[src/hw/rtl/sorted_timer_event_queue_top_defines.svh]
// Assertion macros for the sorted timer event queue.
`ifndef SORTED_TIMER_EVENT_QUEUE_TOP_DEFINES_SVH
`define SORTED_TIMER_EVENT_QUEUE_TOP_DEFINES_SVH

`ifndef SYNTH

`define STQ_ASSERT_IMPLY(label, clk, rst_n, ante, cons) \
  label: assert property (@(posedge clk) disable iff (!rst_n) (ante) |-> (cons)) \
    else $error("assertion failed");

`define STQ_ASSERT_NEXT(label, clk, rst_n, ante, cons) \
  label: assert property (@(posedge clk) disable iff (!rst_n) (ante) |=> (cons)) \
    else $error("assertion failed");

`else

`define STQ_ASSERT_IMPLY(label, clk, rst_n, ante, cons)

`define STQ_ASSERT_NEXT(label, clk, rst_n, ante, cons)

`endif

`endif

[src/hw/rtl/stq_pkg.sv]
// Shared codes and controller/datapath interface types for the timer queue.
package stq_pkg;

  localparam int unsigned CMD_W    = 2;
  localparam int unsigned STATUS_W = 2;

  localparam logic [CMD_W-1:0] CMD_SCHEDULE = 2'd0;
  localparam logic [CMD_W-1:0] CMD_CANCEL   = 2'd1;
  localparam logic [CMD_W-1:0] CMD_RUN      = 2'd2;

  localparam logic [STATUS_W-1:0] STATUS_OK         = 2'd0;
  localparam logic [STATUS_W-1:0] STATUS_FULL       = 2'd1;
  localparam logic [STATUS_W-1:0] STATUS_DUPLICATE  = 2'd2;
  localparam logic [STATUS_W-1:0] STATUS_NOT_QUEUED = 2'd3;

  typedef struct packed {
    logic                cap;
    logic                cmp;
    logic                ins;
    logic                rem_match;
    logic                rem_head;
    logic                set_res;
    logic                res_fired;
    logic [STATUS_W-1:0] res_status;
    logic                res_last;
    logic                load_out;
  } stq_cmd_t;

  typedef struct packed {
    logic [CMD_W-1:0] cmd;
    logic             any_match;
    logic             full;
    logic             le_head;
    logic             le_second;
    logic             more_than_one;
    logic             res_last;
    logic             out_free;
  } stq_sts_t;

endpackage

[src/hw/rtl/stq_dp.sv]
// Datapath: sorted cell array, parallel compares, result and output registers.
module stq_dp
  import stq_pkg::*;
#(
  parameter int unsigned DEPTH     = 16,
  parameter int unsigned ID_BITS   = 8,
  parameter int unsigned TIME_BITS = 48
) (
  input  logic                 clk_i,
  input  logic                 rst_ni,
  input  stq_cmd_t             ctl_i,
  output stq_sts_t             sts_o,
  input  logic [CMD_W-1:0]     cmd_i,
  input  logic [ID_BITS-1:0]   timer_id_i,
  input  logic [TIME_BITS-1:0] time_value_i,
  input  logic                 out_stall_i,
  output logic                 out_valid_o,
  output logic                 fired_valid_o,
  output logic [ID_BITS-1:0]   fired_id_o,
  output logic [STATUS_W-1:0]  status_o,
  output logic                 queue_empty_o,
  output logic [TIME_BITS-1:0] next_deadline_o,
  output logic                 last_o
);

  localparam int unsigned CNT_W = $clog2(DEPTH + 1);

  logic [CMD_W-1:0]     cmd_q;
  logic [ID_BITS-1:0]   id_q;
  logic [TIME_BITS-1:0] time_q;

  logic [TIME_BITS-1:0] dl_q  [DEPTH];
  logic [ID_BITS-1:0]   tid_q [DEPTH];
  logic [CNT_W-1:0]     count_q, count_d;

  logic [DEPTH-1:0] match_q, match_d;
  logic [DEPTH-1:0] le_q, le_d;
  logic [DEPTH-1:0] rem_sel;

  logic                res_fired_q;
  logic [ID_BITS-1:0]  res_id_q;
  logic [STATUS_W-1:0] res_status_q;
  logic                res_last_q;

  logic                 out_valid_q;
  logic                 fired_valid_q;
  logic [ID_BITS-1:0]   fired_id_q;
  logic [STATUS_W-1:0]  status_q;
  logic                 queue_empty_q;
  logic [TIME_BITS-1:0] next_deadline_q;
  logic                 last_q;

  logic out_free;

  always_ff @(posedge clk_i) begin
    if (ctl_i.cap) begin
      cmd_q  <= cmd_i;
      id_q   <= timer_id_i;
      time_q <= time_value_i;
    end
  end

  for (genvar i = 0; i < DEPTH; i++) begin : g_cell
    logic                 occ;
    logic                 take_new;
    logic [TIME_BITS-1:0] prev_dl, next_dl;
    logic [ID_BITS-1:0]   prev_id, next_id;

    assign occ        = CNT_W'(i) < count_q;
    assign match_d[i] = occ && (tid_q[i] == id_q);
    assign le_d[i]    = occ && (dl_q[i] <= time_q);
    assign rem_sel[i] = ctl_i.rem_head || (|match_q[i:0]);

    if (i == 0) begin : g_first
      assign take_new = 1'b1;
      assign prev_dl  = time_q;
      assign prev_id  = id_q;
    end else begin : g_inner
      assign take_new = le_q[i-1];
      assign prev_dl  = dl_q[i-1];
      assign prev_id  = tid_q[i-1];
    end

    if (i == DEPTH - 1) begin : g_last
      assign next_dl = dl_q[i];
      assign next_id = tid_q[i];
    end else begin : g_body
      assign next_dl = dl_q[i+1];
      assign next_id = tid_q[i+1];
    end

    always_ff @(posedge clk_i) begin
      if (ctl_i.ins) begin
        if (!le_q[i]) begin
          dl_q[i]  <= take_new ? time_q : prev_dl;
          tid_q[i] <= take_new ? id_q : prev_id;
        end
      end else if (ctl_i.rem_match || ctl_i.rem_head) begin
        if (rem_sel[i]) begin
          dl_q[i]  <= next_dl;
          tid_q[i] <= next_id;
        end
      end
    end
  end

  always_comb begin
    count_d = count_q;
    if (ctl_i.ins) begin
      count_d = count_q + CNT_W'(1);
    end else if (ctl_i.rem_match || ctl_i.rem_head) begin
      count_d = count_q - CNT_W'(1);
    end
  end

  always_ff @(posedge clk_i or negedge rst_ni) begin
    if (!rst_ni) begin
      count_q <= '0;
    end else begin
      count_q <= count_d;
    end
  end

  always_ff @(posedge clk_i) begin
    if (ctl_i.cmp) begin
      match_q <= match_d;
      le_q    <= le_d;
    end
  end

  always_ff @(posedge clk_i) begin
    if (ctl_i.set_res) begin
      res_fired_q  <= ctl_i.res_fired;
      res_id_q     <= ctl_i.res_fired ? tid_q[0] : '0;
      res_status_q <= ctl_i.res_status;
      res_last_q   <= ctl_i.res_last;
    end
  end

  assign out_free = !out_valid_q || !out_stall_i;

  always_ff @(posedge clk_i or negedge rst_ni) begin
    if (!rst_ni) begin
      out_valid_q <= 1'b0;
    end else if (ctl_i.load_out) begin
      out_valid_q <= 1'b1;
    end else if (!out_stall_i) begin
      out_valid_q <= 1'b0;
    end
  end

  always_ff @(posedge clk_i) begin
    if (ctl_i.load_out) begin
      fired_valid_q   <= res_fired_q;
      fired_id_q      <= res_id_q;
      status_q        <= res_status_q;
      last_q          <= res_last_q;
      queue_empty_q   <= (count_q == '0);
      next_deadline_q <= (count_q == '0) ? '0 : dl_q[0];
    end
  end

  assign sts_o.cmd           = cmd_q;
  assign sts_o.any_match     = |match_q;
  assign sts_o.full          = (count_q == CNT_W'(DEPTH));
  assign sts_o.le_head       = le_q[0];
  assign sts_o.le_second     = (DEPTH > 1) ? le_q[(DEPTH > 1) ? 1 : 0] : 1'b0;
  assign sts_o.more_than_one = (count_q > CNT_W'(1));
  assign sts_o.res_last      = res_last_q;
  assign sts_o.out_free      = out_free;

  assign out_valid_o     = out_valid_q;
  assign fired_valid_o   = fired_valid_q;
  assign fired_id_o      = fired_id_q;
  assign status_o        = status_q;
  assign queue_empty_o   = queue_empty_q;
  assign next_deadline_o = next_deadline_q;
  assign last_o          = last_q;

endmodule

[src/hw/rtl/stq_ctrl.sv]
// Controller: sequences capture, compare, update and result for each command.
module stq_ctrl
  import stq_pkg::*;
(
  input  logic     clk_i,
  input  logic     rst_ni,
  input  logic     in_valid_i,
  output logic     in_stall_o,
  input  stq_sts_t sts_i,
  output stq_cmd_t ctl_o
);

  localparam logic [1:0] ST_IDLE = 2'd0;
  localparam logic [1:0] ST_CMP  = 2'd1;
  localparam logic [1:0] ST_DEC  = 2'd2;
  localparam logic [1:0] ST_RESP = 2'd3;

  logic [1:0] state_q, state_d;

  always_comb begin
    state_d = state_q;
    ctl_o   = '0;
    case (state_q)
      ST_IDLE: begin
        if (in_valid_i) begin
          ctl_o.cap = 1'b1;
          state_d   = ST_CMP;
        end
      end
      ST_CMP: begin
        ctl_o.cmp = 1'b1;
        state_d   = ST_DEC;
      end
      ST_DEC: begin
        ctl_o.set_res    = 1'b1;
        ctl_o.res_status = STATUS_OK;
        ctl_o.res_last   = 1'b1;
        case (sts_i.cmd)
          CMD_SCHEDULE: begin
            if (sts_i.any_match) begin
              ctl_o.res_status = STATUS_DUPLICATE;
            end else if (sts_i.full) begin
              ctl_o.res_status = STATUS_FULL;
            end else begin
              ctl_o.ins = 1'b1;
            end
          end
          CMD_CANCEL: begin
            if (sts_i.any_match) begin
              ctl_o.rem_match = 1'b1;
            end else begin
              ctl_o.res_status = STATUS_NOT_QUEUED;
            end
          end
          CMD_RUN: begin
            if (sts_i.le_head) begin
              ctl_o.rem_head  = 1'b1;
              ctl_o.res_fired = 1'b1;
              ctl_o.res_last  = !(sts_i.more_than_one && sts_i.le_second);
            end
          end
          default: begin
            ctl_o.res_status = STATUS_OK;
          end
        endcase
        state_d = ST_RESP;
      end
      ST_RESP: begin
        if (sts_i.out_free) begin
          ctl_o.load_out = 1'b1;
          state_d        = sts_i.res_last ? ST_IDLE : ST_CMP;
        end
      end
      default: begin
        state_d = ST_IDLE;
      end
    endcase
  end

  always_ff @(posedge clk_i or negedge rst_ni) begin
    if (!rst_ni) begin
      state_q <= ST_IDLE;
    end else begin
      state_q <= state_d;
    end
  end

  assign in_stall_o = (state_q != ST_IDLE);

endmodule

[src/hw/rtl/sorted_timer_event_queue_top.sv]
// Top level of the sorted timer event queue.
//
//   channel  valid        stall        beat fields
//   in       in_valid_i   in_stall_o   cmd_i timer_id_i time_value_i
//   out      out_valid_o  out_stall_i  fired_valid_o fired_id_o status_o
//                                      queue_empty_o next_deadline_o last_o
//
// Schedule, cancel and an empty run each pass through accept, compare over
// all cells at once, update the sorted cells, load the output register.
// In a run that fires timers, every fired timer repeats the compare,
// update and load steps.
// Reset clears the pending count, the output valid and the controller state; the cells need no clearing pass.
// A stall on the output holds the controller in its load step.
`include "sorted_timer_event_queue_top_defines.svh"

module sorted_timer_event_queue_top
  import stq_pkg::*;
#(
  parameter int unsigned DEPTH     = 16,
  parameter int unsigned ID_BITS   = 8,
  parameter int unsigned TIME_BITS = 48
) (
  input  logic                 clk_i,
  input  logic                 rst_ni,
  input  logic                 in_valid_i,
  output logic                 in_stall_o,
  input  logic [CMD_W-1:0]     cmd_i,
  input  logic [ID_BITS-1:0]   timer_id_i,
  input  logic [TIME_BITS-1:0] time_value_i,
  output logic                 out_valid_o,
  input  logic                 out_stall_i,
  output logic                 fired_valid_o,
  output logic [ID_BITS-1:0]   fired_id_o,
  output logic [STATUS_W-1:0]  status_o,
  output logic                 queue_empty_o,
  output logic [TIME_BITS-1:0] next_deadline_o,
  output logic                 last_o
);

  stq_cmd_t ctl;
  stq_sts_t sts;

  stq_ctrl u_ctrl (
    .clk_i      (clk_i),
    .rst_ni     (rst_ni),
    .in_valid_i (in_valid_i),
    .in_stall_o (in_stall_o),
    .sts_i      (sts),
    .ctl_o      (ctl)
  );

  stq_dp #(
    .DEPTH     (DEPTH),
    .ID_BITS   (ID_BITS),
    .TIME_BITS (TIME_BITS)
  ) u_dp (
    .clk_i           (clk_i),
    .rst_ni          (rst_ni),
    .ctl_i           (ctl),
    .sts_o           (sts),
    .cmd_i           (cmd_i),
    .timer_id_i      (timer_id_i),
    .time_value_i    (time_value_i),
    .out_stall_i     (out_stall_i),
    .out_valid_o     (out_valid_o),
    .fired_valid_o   (fired_valid_o),
    .fired_id_o      (fired_id_o),
    .status_o        (status_o),
    .queue_empty_o   (queue_empty_o),
    .next_deadline_o (next_deadline_o),
    .last_o          (last_o)
  );

  `STQ_ASSERT_NEXT(a_busy_after_accept, clk_i, rst_ni, in_valid_i && !in_stall_o, in_stall_o)
  `STQ_ASSERT_IMPLY(a_nofire_is_last, clk_i, rst_ni, out_valid_o && !fired_valid_o, last_o)
  `STQ_ASSERT_IMPLY(a_error_no_fire, clk_i, rst_ni, out_valid_o && (status_o != STATUS_OK), !fired_valid_o)
  `STQ_ASSERT_IMPLY(a_empty_zero_deadline, clk_i, rst_ni, out_valid_o && queue_empty_o, next_deadline_o == '0)

endmodule

[config.mk]
export PLATFORM = sky130hd
export DESIGN_NAME = sorted_timer_event_queue_top
export DESIGN_NICKNAME = d
export VERILOG_FILES = /design/src/hw/rtl/stq_pkg.sv /design/src/hw/rtl/stq_dp.sv /design/src/hw/rtl/stq_ctrl.sv /design/src/hw/rtl/sorted_timer_event_queue_top.sv
export VERILOG_INCLUDE_DIRS = /design/src /design/src/hw/rtl
export SDC_FILE = /design/constraint.sdc
export NUM_CORES = 2
export LEC_CHECK = 0
export BUFFER_PORTS_ARGS = -buffer_cell sky130_fd_sc_hd__buf_2
export CAP_MARGIN = 20
export CELL_PAD_IN_SITES_DETAIL_PLACEMENT = 0
export CELL_PAD_IN_SITES_GLOBAL_PLACEMENT = 2
export CORE_ASPECT_RATIO = 1.5
export CORE_MARGIN = 2
export CORE_UTILIZATION = 39
export DETAILED_ROUTE_END_ITERATION = 7
export MAX_ROUTING_LAYER = met4
export PLACE_DENSITY_LB_ADDON = 0.15
export SYNTH_ARGS = -nofsm -noshare
export SYNTH_HDL_FRONTEND = slang
export SYNTH_SLANG_ARGS = --single-unit
[constraint.sdc]
create_clock -name clk_i -period 5.9 [get_ports clk_i]
set_input_delay 0.885 -clock clk_i [delete_from_list [all_inputs] [get_ports clk_i]]
set_output_delay 0.885 -clock clk_i [all_outputs]
set_load 0.02 [all_outputs]
==> results_tabular.tex <==
\begin{tabular}{lr}
\hline
Metric & Value \\
\hline
\multicolumn{2}{l}{\textbf{Cells and area}} \\
Commonest non-fill, non-tap cells in the layout & 1,059 x sky130\_fd\_sc\_hd\_\_edfxtp\_1, 784 x sky130\_fd\_sc\_hd\_\_mux2i\_1, 775 x sky130\_fd\_sc\_hd\_\_ha\_1 \\
Layout cell share with drive strength beyond 1 & 9.612\% \\
Final Net Count & $\sim$7,000 \\
Most common library cell in the layout ignoring fill and taps & sky130\_fd\_sc\_hd\_\_edfxtp\_1 \\
Fin area & 76,540 sq um \\
Utilization after layout & a little over two fifths \\
Area added between synthesis and finish & 11.24\% \\
Filler-free cell count of the finished design & a little under 9,000 \\
\multicolumn{2}{l}{\textbf{Clock network}} \\
Clock Sinks & between 1,000 and 1,500 \\
Number of buffers between clock root and the deepest sink & 3 \\
Buffer type at the clock tree root & sky130\_fd\_sc\_hd\_\_clkbuf\_16 \\
Clock tree from TritonCTS & done \\
Resize count post-CTS & 0 \\
CTS clk-pin slew, worst paths & roughly 60 ps \\
Maximum level of the CTS H-tree & 3 \\
Num CTS Buffers & around 120 \\
Later-pin clock latency in the skew report & slightly below 800 ps \\
\multicolumn{2}{l}{\textbf{GRT}} \\
Largest net degree at the start of global routing & between 100 and 150 \\
Remaining Overflow, GRT & 0 \\
Overall global routing resource usage & approximately a third \\
Via count of the first global-routing pass & between 50,000 and 60,000 \\
Number of antenna violations at the first check in global routing & 11 \\
First-pass GRT wire length & 410,500 um \\
\multicolumn{2}{l}{\textbf{Placed design}} \\
Total placed cells including tap cells & between 8,000 and 9,000 \\
Placed cell area & roughly 73,000 sq um \\
Routability Congestion & 0.9611 \\
Detailed Place HPWL & 211,600 um \\
Port Buffers & $\sim$120 \\
\multicolumn{2}{l}{\textbf{Route}} \\
Wirelength per Cell & approximately 34 um \\
Count of TritonRoute iterations in the first routing pass & 6 \\
Post-route DRC & 0 \\
Antenna Violating Nets Remaining & 0 \\
Via/cell ratio & 6.074 \\
Final wirelength & between 200,000 and 300,000 um \\
Starting DRC count in detailed routing & 4,669 \\
Total via count in the routed design & 52,907 \\
\multicolumn{2}{l}{\textbf{Timing}} \\
Post-route worst hold slack & roughly 290 ps \\
Count of endpoints failing setup in the final report & 0 \\
Final Max Tran Viols & 0 \\
Setup skew after layout & 35.36 ps \\
Min Clock Period, post-route & around 4700 ps \\
Period Utilization, post-route & between 70\% and 80\% \\
Least-Margin Pin Slew & between 1000 and 1500 ps \\
Unrepaired setup endpoints after global routing & false \\
Final count of hold timing violations & 0 \\
Fin Setup TNS & 0 ps \\
Relative max-transition margin & 7.073\% \\
Maximum operating frequency & approximately 0.21 GHz \\
\multicolumn{2}{l}{\textbf{Power}} \\
Leakage & 29.82 nW \\
Switch share & 42.26\% \\
Pint & roughly 21 mW \\
Fraction of power consumed by sequential logic & a little under two fifths \\
Proportion of power drawn by combinational gates & between 40\% and 50\% \\
Part of the power in the clock network & 21.7\% \\
Sw power & between 15 and 20 mW \\
Power density cells & between 400 and 500 nW/um\^{}2 \\
IR Drop Worst-Case VDD & approximately 0.00040 V \\
\multicolumn{2}{l}{\textbf{Critical path}} \\
Worst path arrival time & $\sim$5300 ps \\
Largest stage delay, worst path & 930 ps \\
Worst reg2reg path endpoint & u\_dp.le\_q[5] \\
Worst path top cell family by delay & compound AO/OA/AOI/OAI gates \\
Cell with the largest stage delay on the worst path & sky130\_fd\_sc\_hd\_\_o31ai\_1 \\
Buf+Inv Stages, Crit Path & 1 \\
Crit start category & flop \\
Register-to-register setup slack & around 1200 ps \\
Critical path startpoint & u\_dp.g\_cell[0].prev\_dl[24] \\
R2R Path Start & u\_dp.g\_cell[0].prev\_dl[24] \\
Crit. path cell count & 9 \\
Critical path data required time & between 6000 and 7000 ps \\
Type of destination of the critical path & flop \\
Worst r2r path cells & 9 \\
Largest fanout on the critical path & 17 \\
Ordered list of cells on the worst path & inv\_1 > ha\_1 > a21o\_1 > nand3\_1 > a21oi\_1 > o31ai\_1 > o2111ai\_1 > or4\_1 > o41ai\_1 \\
Type of the setup path with the least slack & reg -> reg \\
\multicolumn{2}{l}{\textbf{Worst hold path}} \\
Hold Path Depth & 1 \\
Class of the most critical hold timing path & in -> reg \\
Hold path start & time\_value\_i[36] \\
Endpoint of the worst hold path & u\_dp.g\_cell[0].prev\_dl[36] \\
\multicolumn{2}{l}{\textbf{Floorplan}} \\
Die boundary width & between 300 and 400 um \\
Height of the die & 518.4 um \\
FP Rows & 188 \\
Number of top-level design ports & approximately 130 \\
Area enclosed by the die boundary & around 180,000 sq um \\
Core Area & 175,000 sq um \\
Starting density of the core & between 30\% and 40\% \\
\multicolumn{2}{l}{\textbf{Synth}} \\
Post-synth EDFFs & around 1,100 \\
Average instance area after synthesis & between 10 and 15 sq um \\
Register area share after synthesis & between 40\% and 50\% \\
Primary flip-flop cell chosen by synthesis mapping & sky130\_fd\_sc\_hd\_\_edfxtp\_1 \\
Post-synthesis register bit count & about 1,100 \\
Net count after synthesis & between 7,000 and 8,000 \\
Ys async rst share & less than 1\% \\
Cell Area, Synth & 68,810 sq um \\
Number of library cell types mapped by synthesis & 72 \\
Synth Instances & 6,328 \\
Number of warnings reported in the yosys synthesis log & 0 \\
\multicolumn{2}{l}{\textbf{Status}} \\
Run status & finished clean \\
\multicolumn{2}{l}{\textbf{Job}} \\
Number of max-cap violations & 0 \\
\hline
\end{tabular}
## cell type report
type | instances | area, sq um
Clock inverter | 84 | 815.8
Multi-Input combinational cell | 4759 | 35220
Clock buffer | 138 | 3102
Tap cell | 2280 | 2853
Timing Repair Buffer | 290 | 2221
Inverter | 81 | 304.0
Antenna cell | 11 | 27.53
Sequential cell | 1067 | 32000
Fill cell | 16799 | 98470
## cell families after synthesis
family                     after synthesis  synth area share (%)
AOI/OAI and AO/OA                     1454                 11.67
DFF                                   1067                 46.51
muxes                                  897                 13.25
adders and majority gates              776                 14.11
and+or+nand+nor                       1499                 9.905
xor gates and xnor gates               133                 1.693
buffers and inverters                  502                 2.860
## stage by stage
stage	power [mW]	setup slack, ps
global route	37.72	1175
CTS	36.17	1226
floorplan	21.72	-104.3
global placement	28.03	1245
detailed placement	28.33	1205
finish	36.19	1217
## worst register-to-register path, cell delays in order, from the launching register on
cell and delay (ps):
sky130_fd_sc_hd__edfxtp_1 870, sky130_fd_sc_hd__inv_1 670, sky130_fd_sc_hd__ha_1 420, sky130_fd_sc_hd__a21o_1 180
sky130_fd_sc_hd__nand3_1 70, sky130_fd_sc_hd__a21oi_1 60, sky130_fd_sc_hd__o31ai_1 930, sky130_fd_sc_hd__o2111ai_1 590
sky130_fd_sc_hd__or4_1 640, sky130_fd_sc_hd__o41ai_1 80
## routing by layer
layer / GRT usage [%] / routed length (um)
met5: - / 0
met3: 3.969 / 14700
met2: 54.85 / 143200
met1: 38.04 / 114800
met4: 20.77 / 22340
## worst max-delay path by stage
| stage | to | slack (ps) |
|---|---|---|
| final | u_dp.le_q[5] | 1220 |
| after global routing | u_dp.le_q[5] | 1180 |
| after CTS | u_dp.le_q[5] | 1230 |
| after detailed placement | u_dp.le_q[5] | 1210 |
| after global placement | u_dp.le_q[5] | 1240 |
| after floorplan | u_dp.dl_q[10][0] | -100 |
## registers in the layout, summed over array words and instances, names as in the netlist, 2 cells and up
signal,cells
u_dp.le_q,16
u_dp.fired_id_o,8
u_dp.res_status_q,2
u_dp.cmd_q,2
u_dp.g_cell.prev_id,8
u_dp.count_q,5
u_dp.tid_q,128
u_dp.next_deadline_o,48
u_ctrl.state_q,2
u_dp.g_cell.prev_dl,48
u_dp.dl_q,768
u_dp.status_o,2
u_dp.match_q,16
u_dp.res_id_q,8
## power by group through the flow
stage          logic [mW]  clock network (mW)  registers, mW
3_3_place_gp         14.5                   0           13.5
3_5_place_dp         14.9                   0           13.5
2_1_floorplan        9.23                   0           12.5
5_1_grt              16.1                8.19           13.5
6_report             15.0                7.84           13.4
4_1_cts              14.9                7.96           13.3
## cell usage after synthesis (all sizes together), types with 10 or more instances
cell type,n,area (sq um)
nor3,47,246.5
and2,15,93.84
nand2,594,2230
nand4,182,1139
a2111oi,13,113.9
edfxtp,1059,31800
xnor2,119,1042
a211oi,35,262.8
or4,12,93.84
a31oi,10,62.56
a221oi,10,87.58
o21bai,14,105.1
clkbuf,336,1261
ha,776,9709
o21ai,573,2868
mux2,113,1272
o211ai,14,105.1
inv,81,304.0
and4,11,96.34
xor2,14,122.6
nand3,53,270.3
a21oi,614,3080
nor4,36,246.5
a21o,114,855.8
buf,85,402.9
mux2i,784,7848
nor2b,99,619.3
nor2,422,1584
## repair_timing
| action | in CTS | in global routing |
|---|---|---|
| hold buffers | 1 | 0 |
| setup endpoints to repair | 0 | 0 |
| setup buffers | 0 | 0 |
| endpoints found under the hold margin | 8 | 0 |
Power figures use the tool's default switching activity.
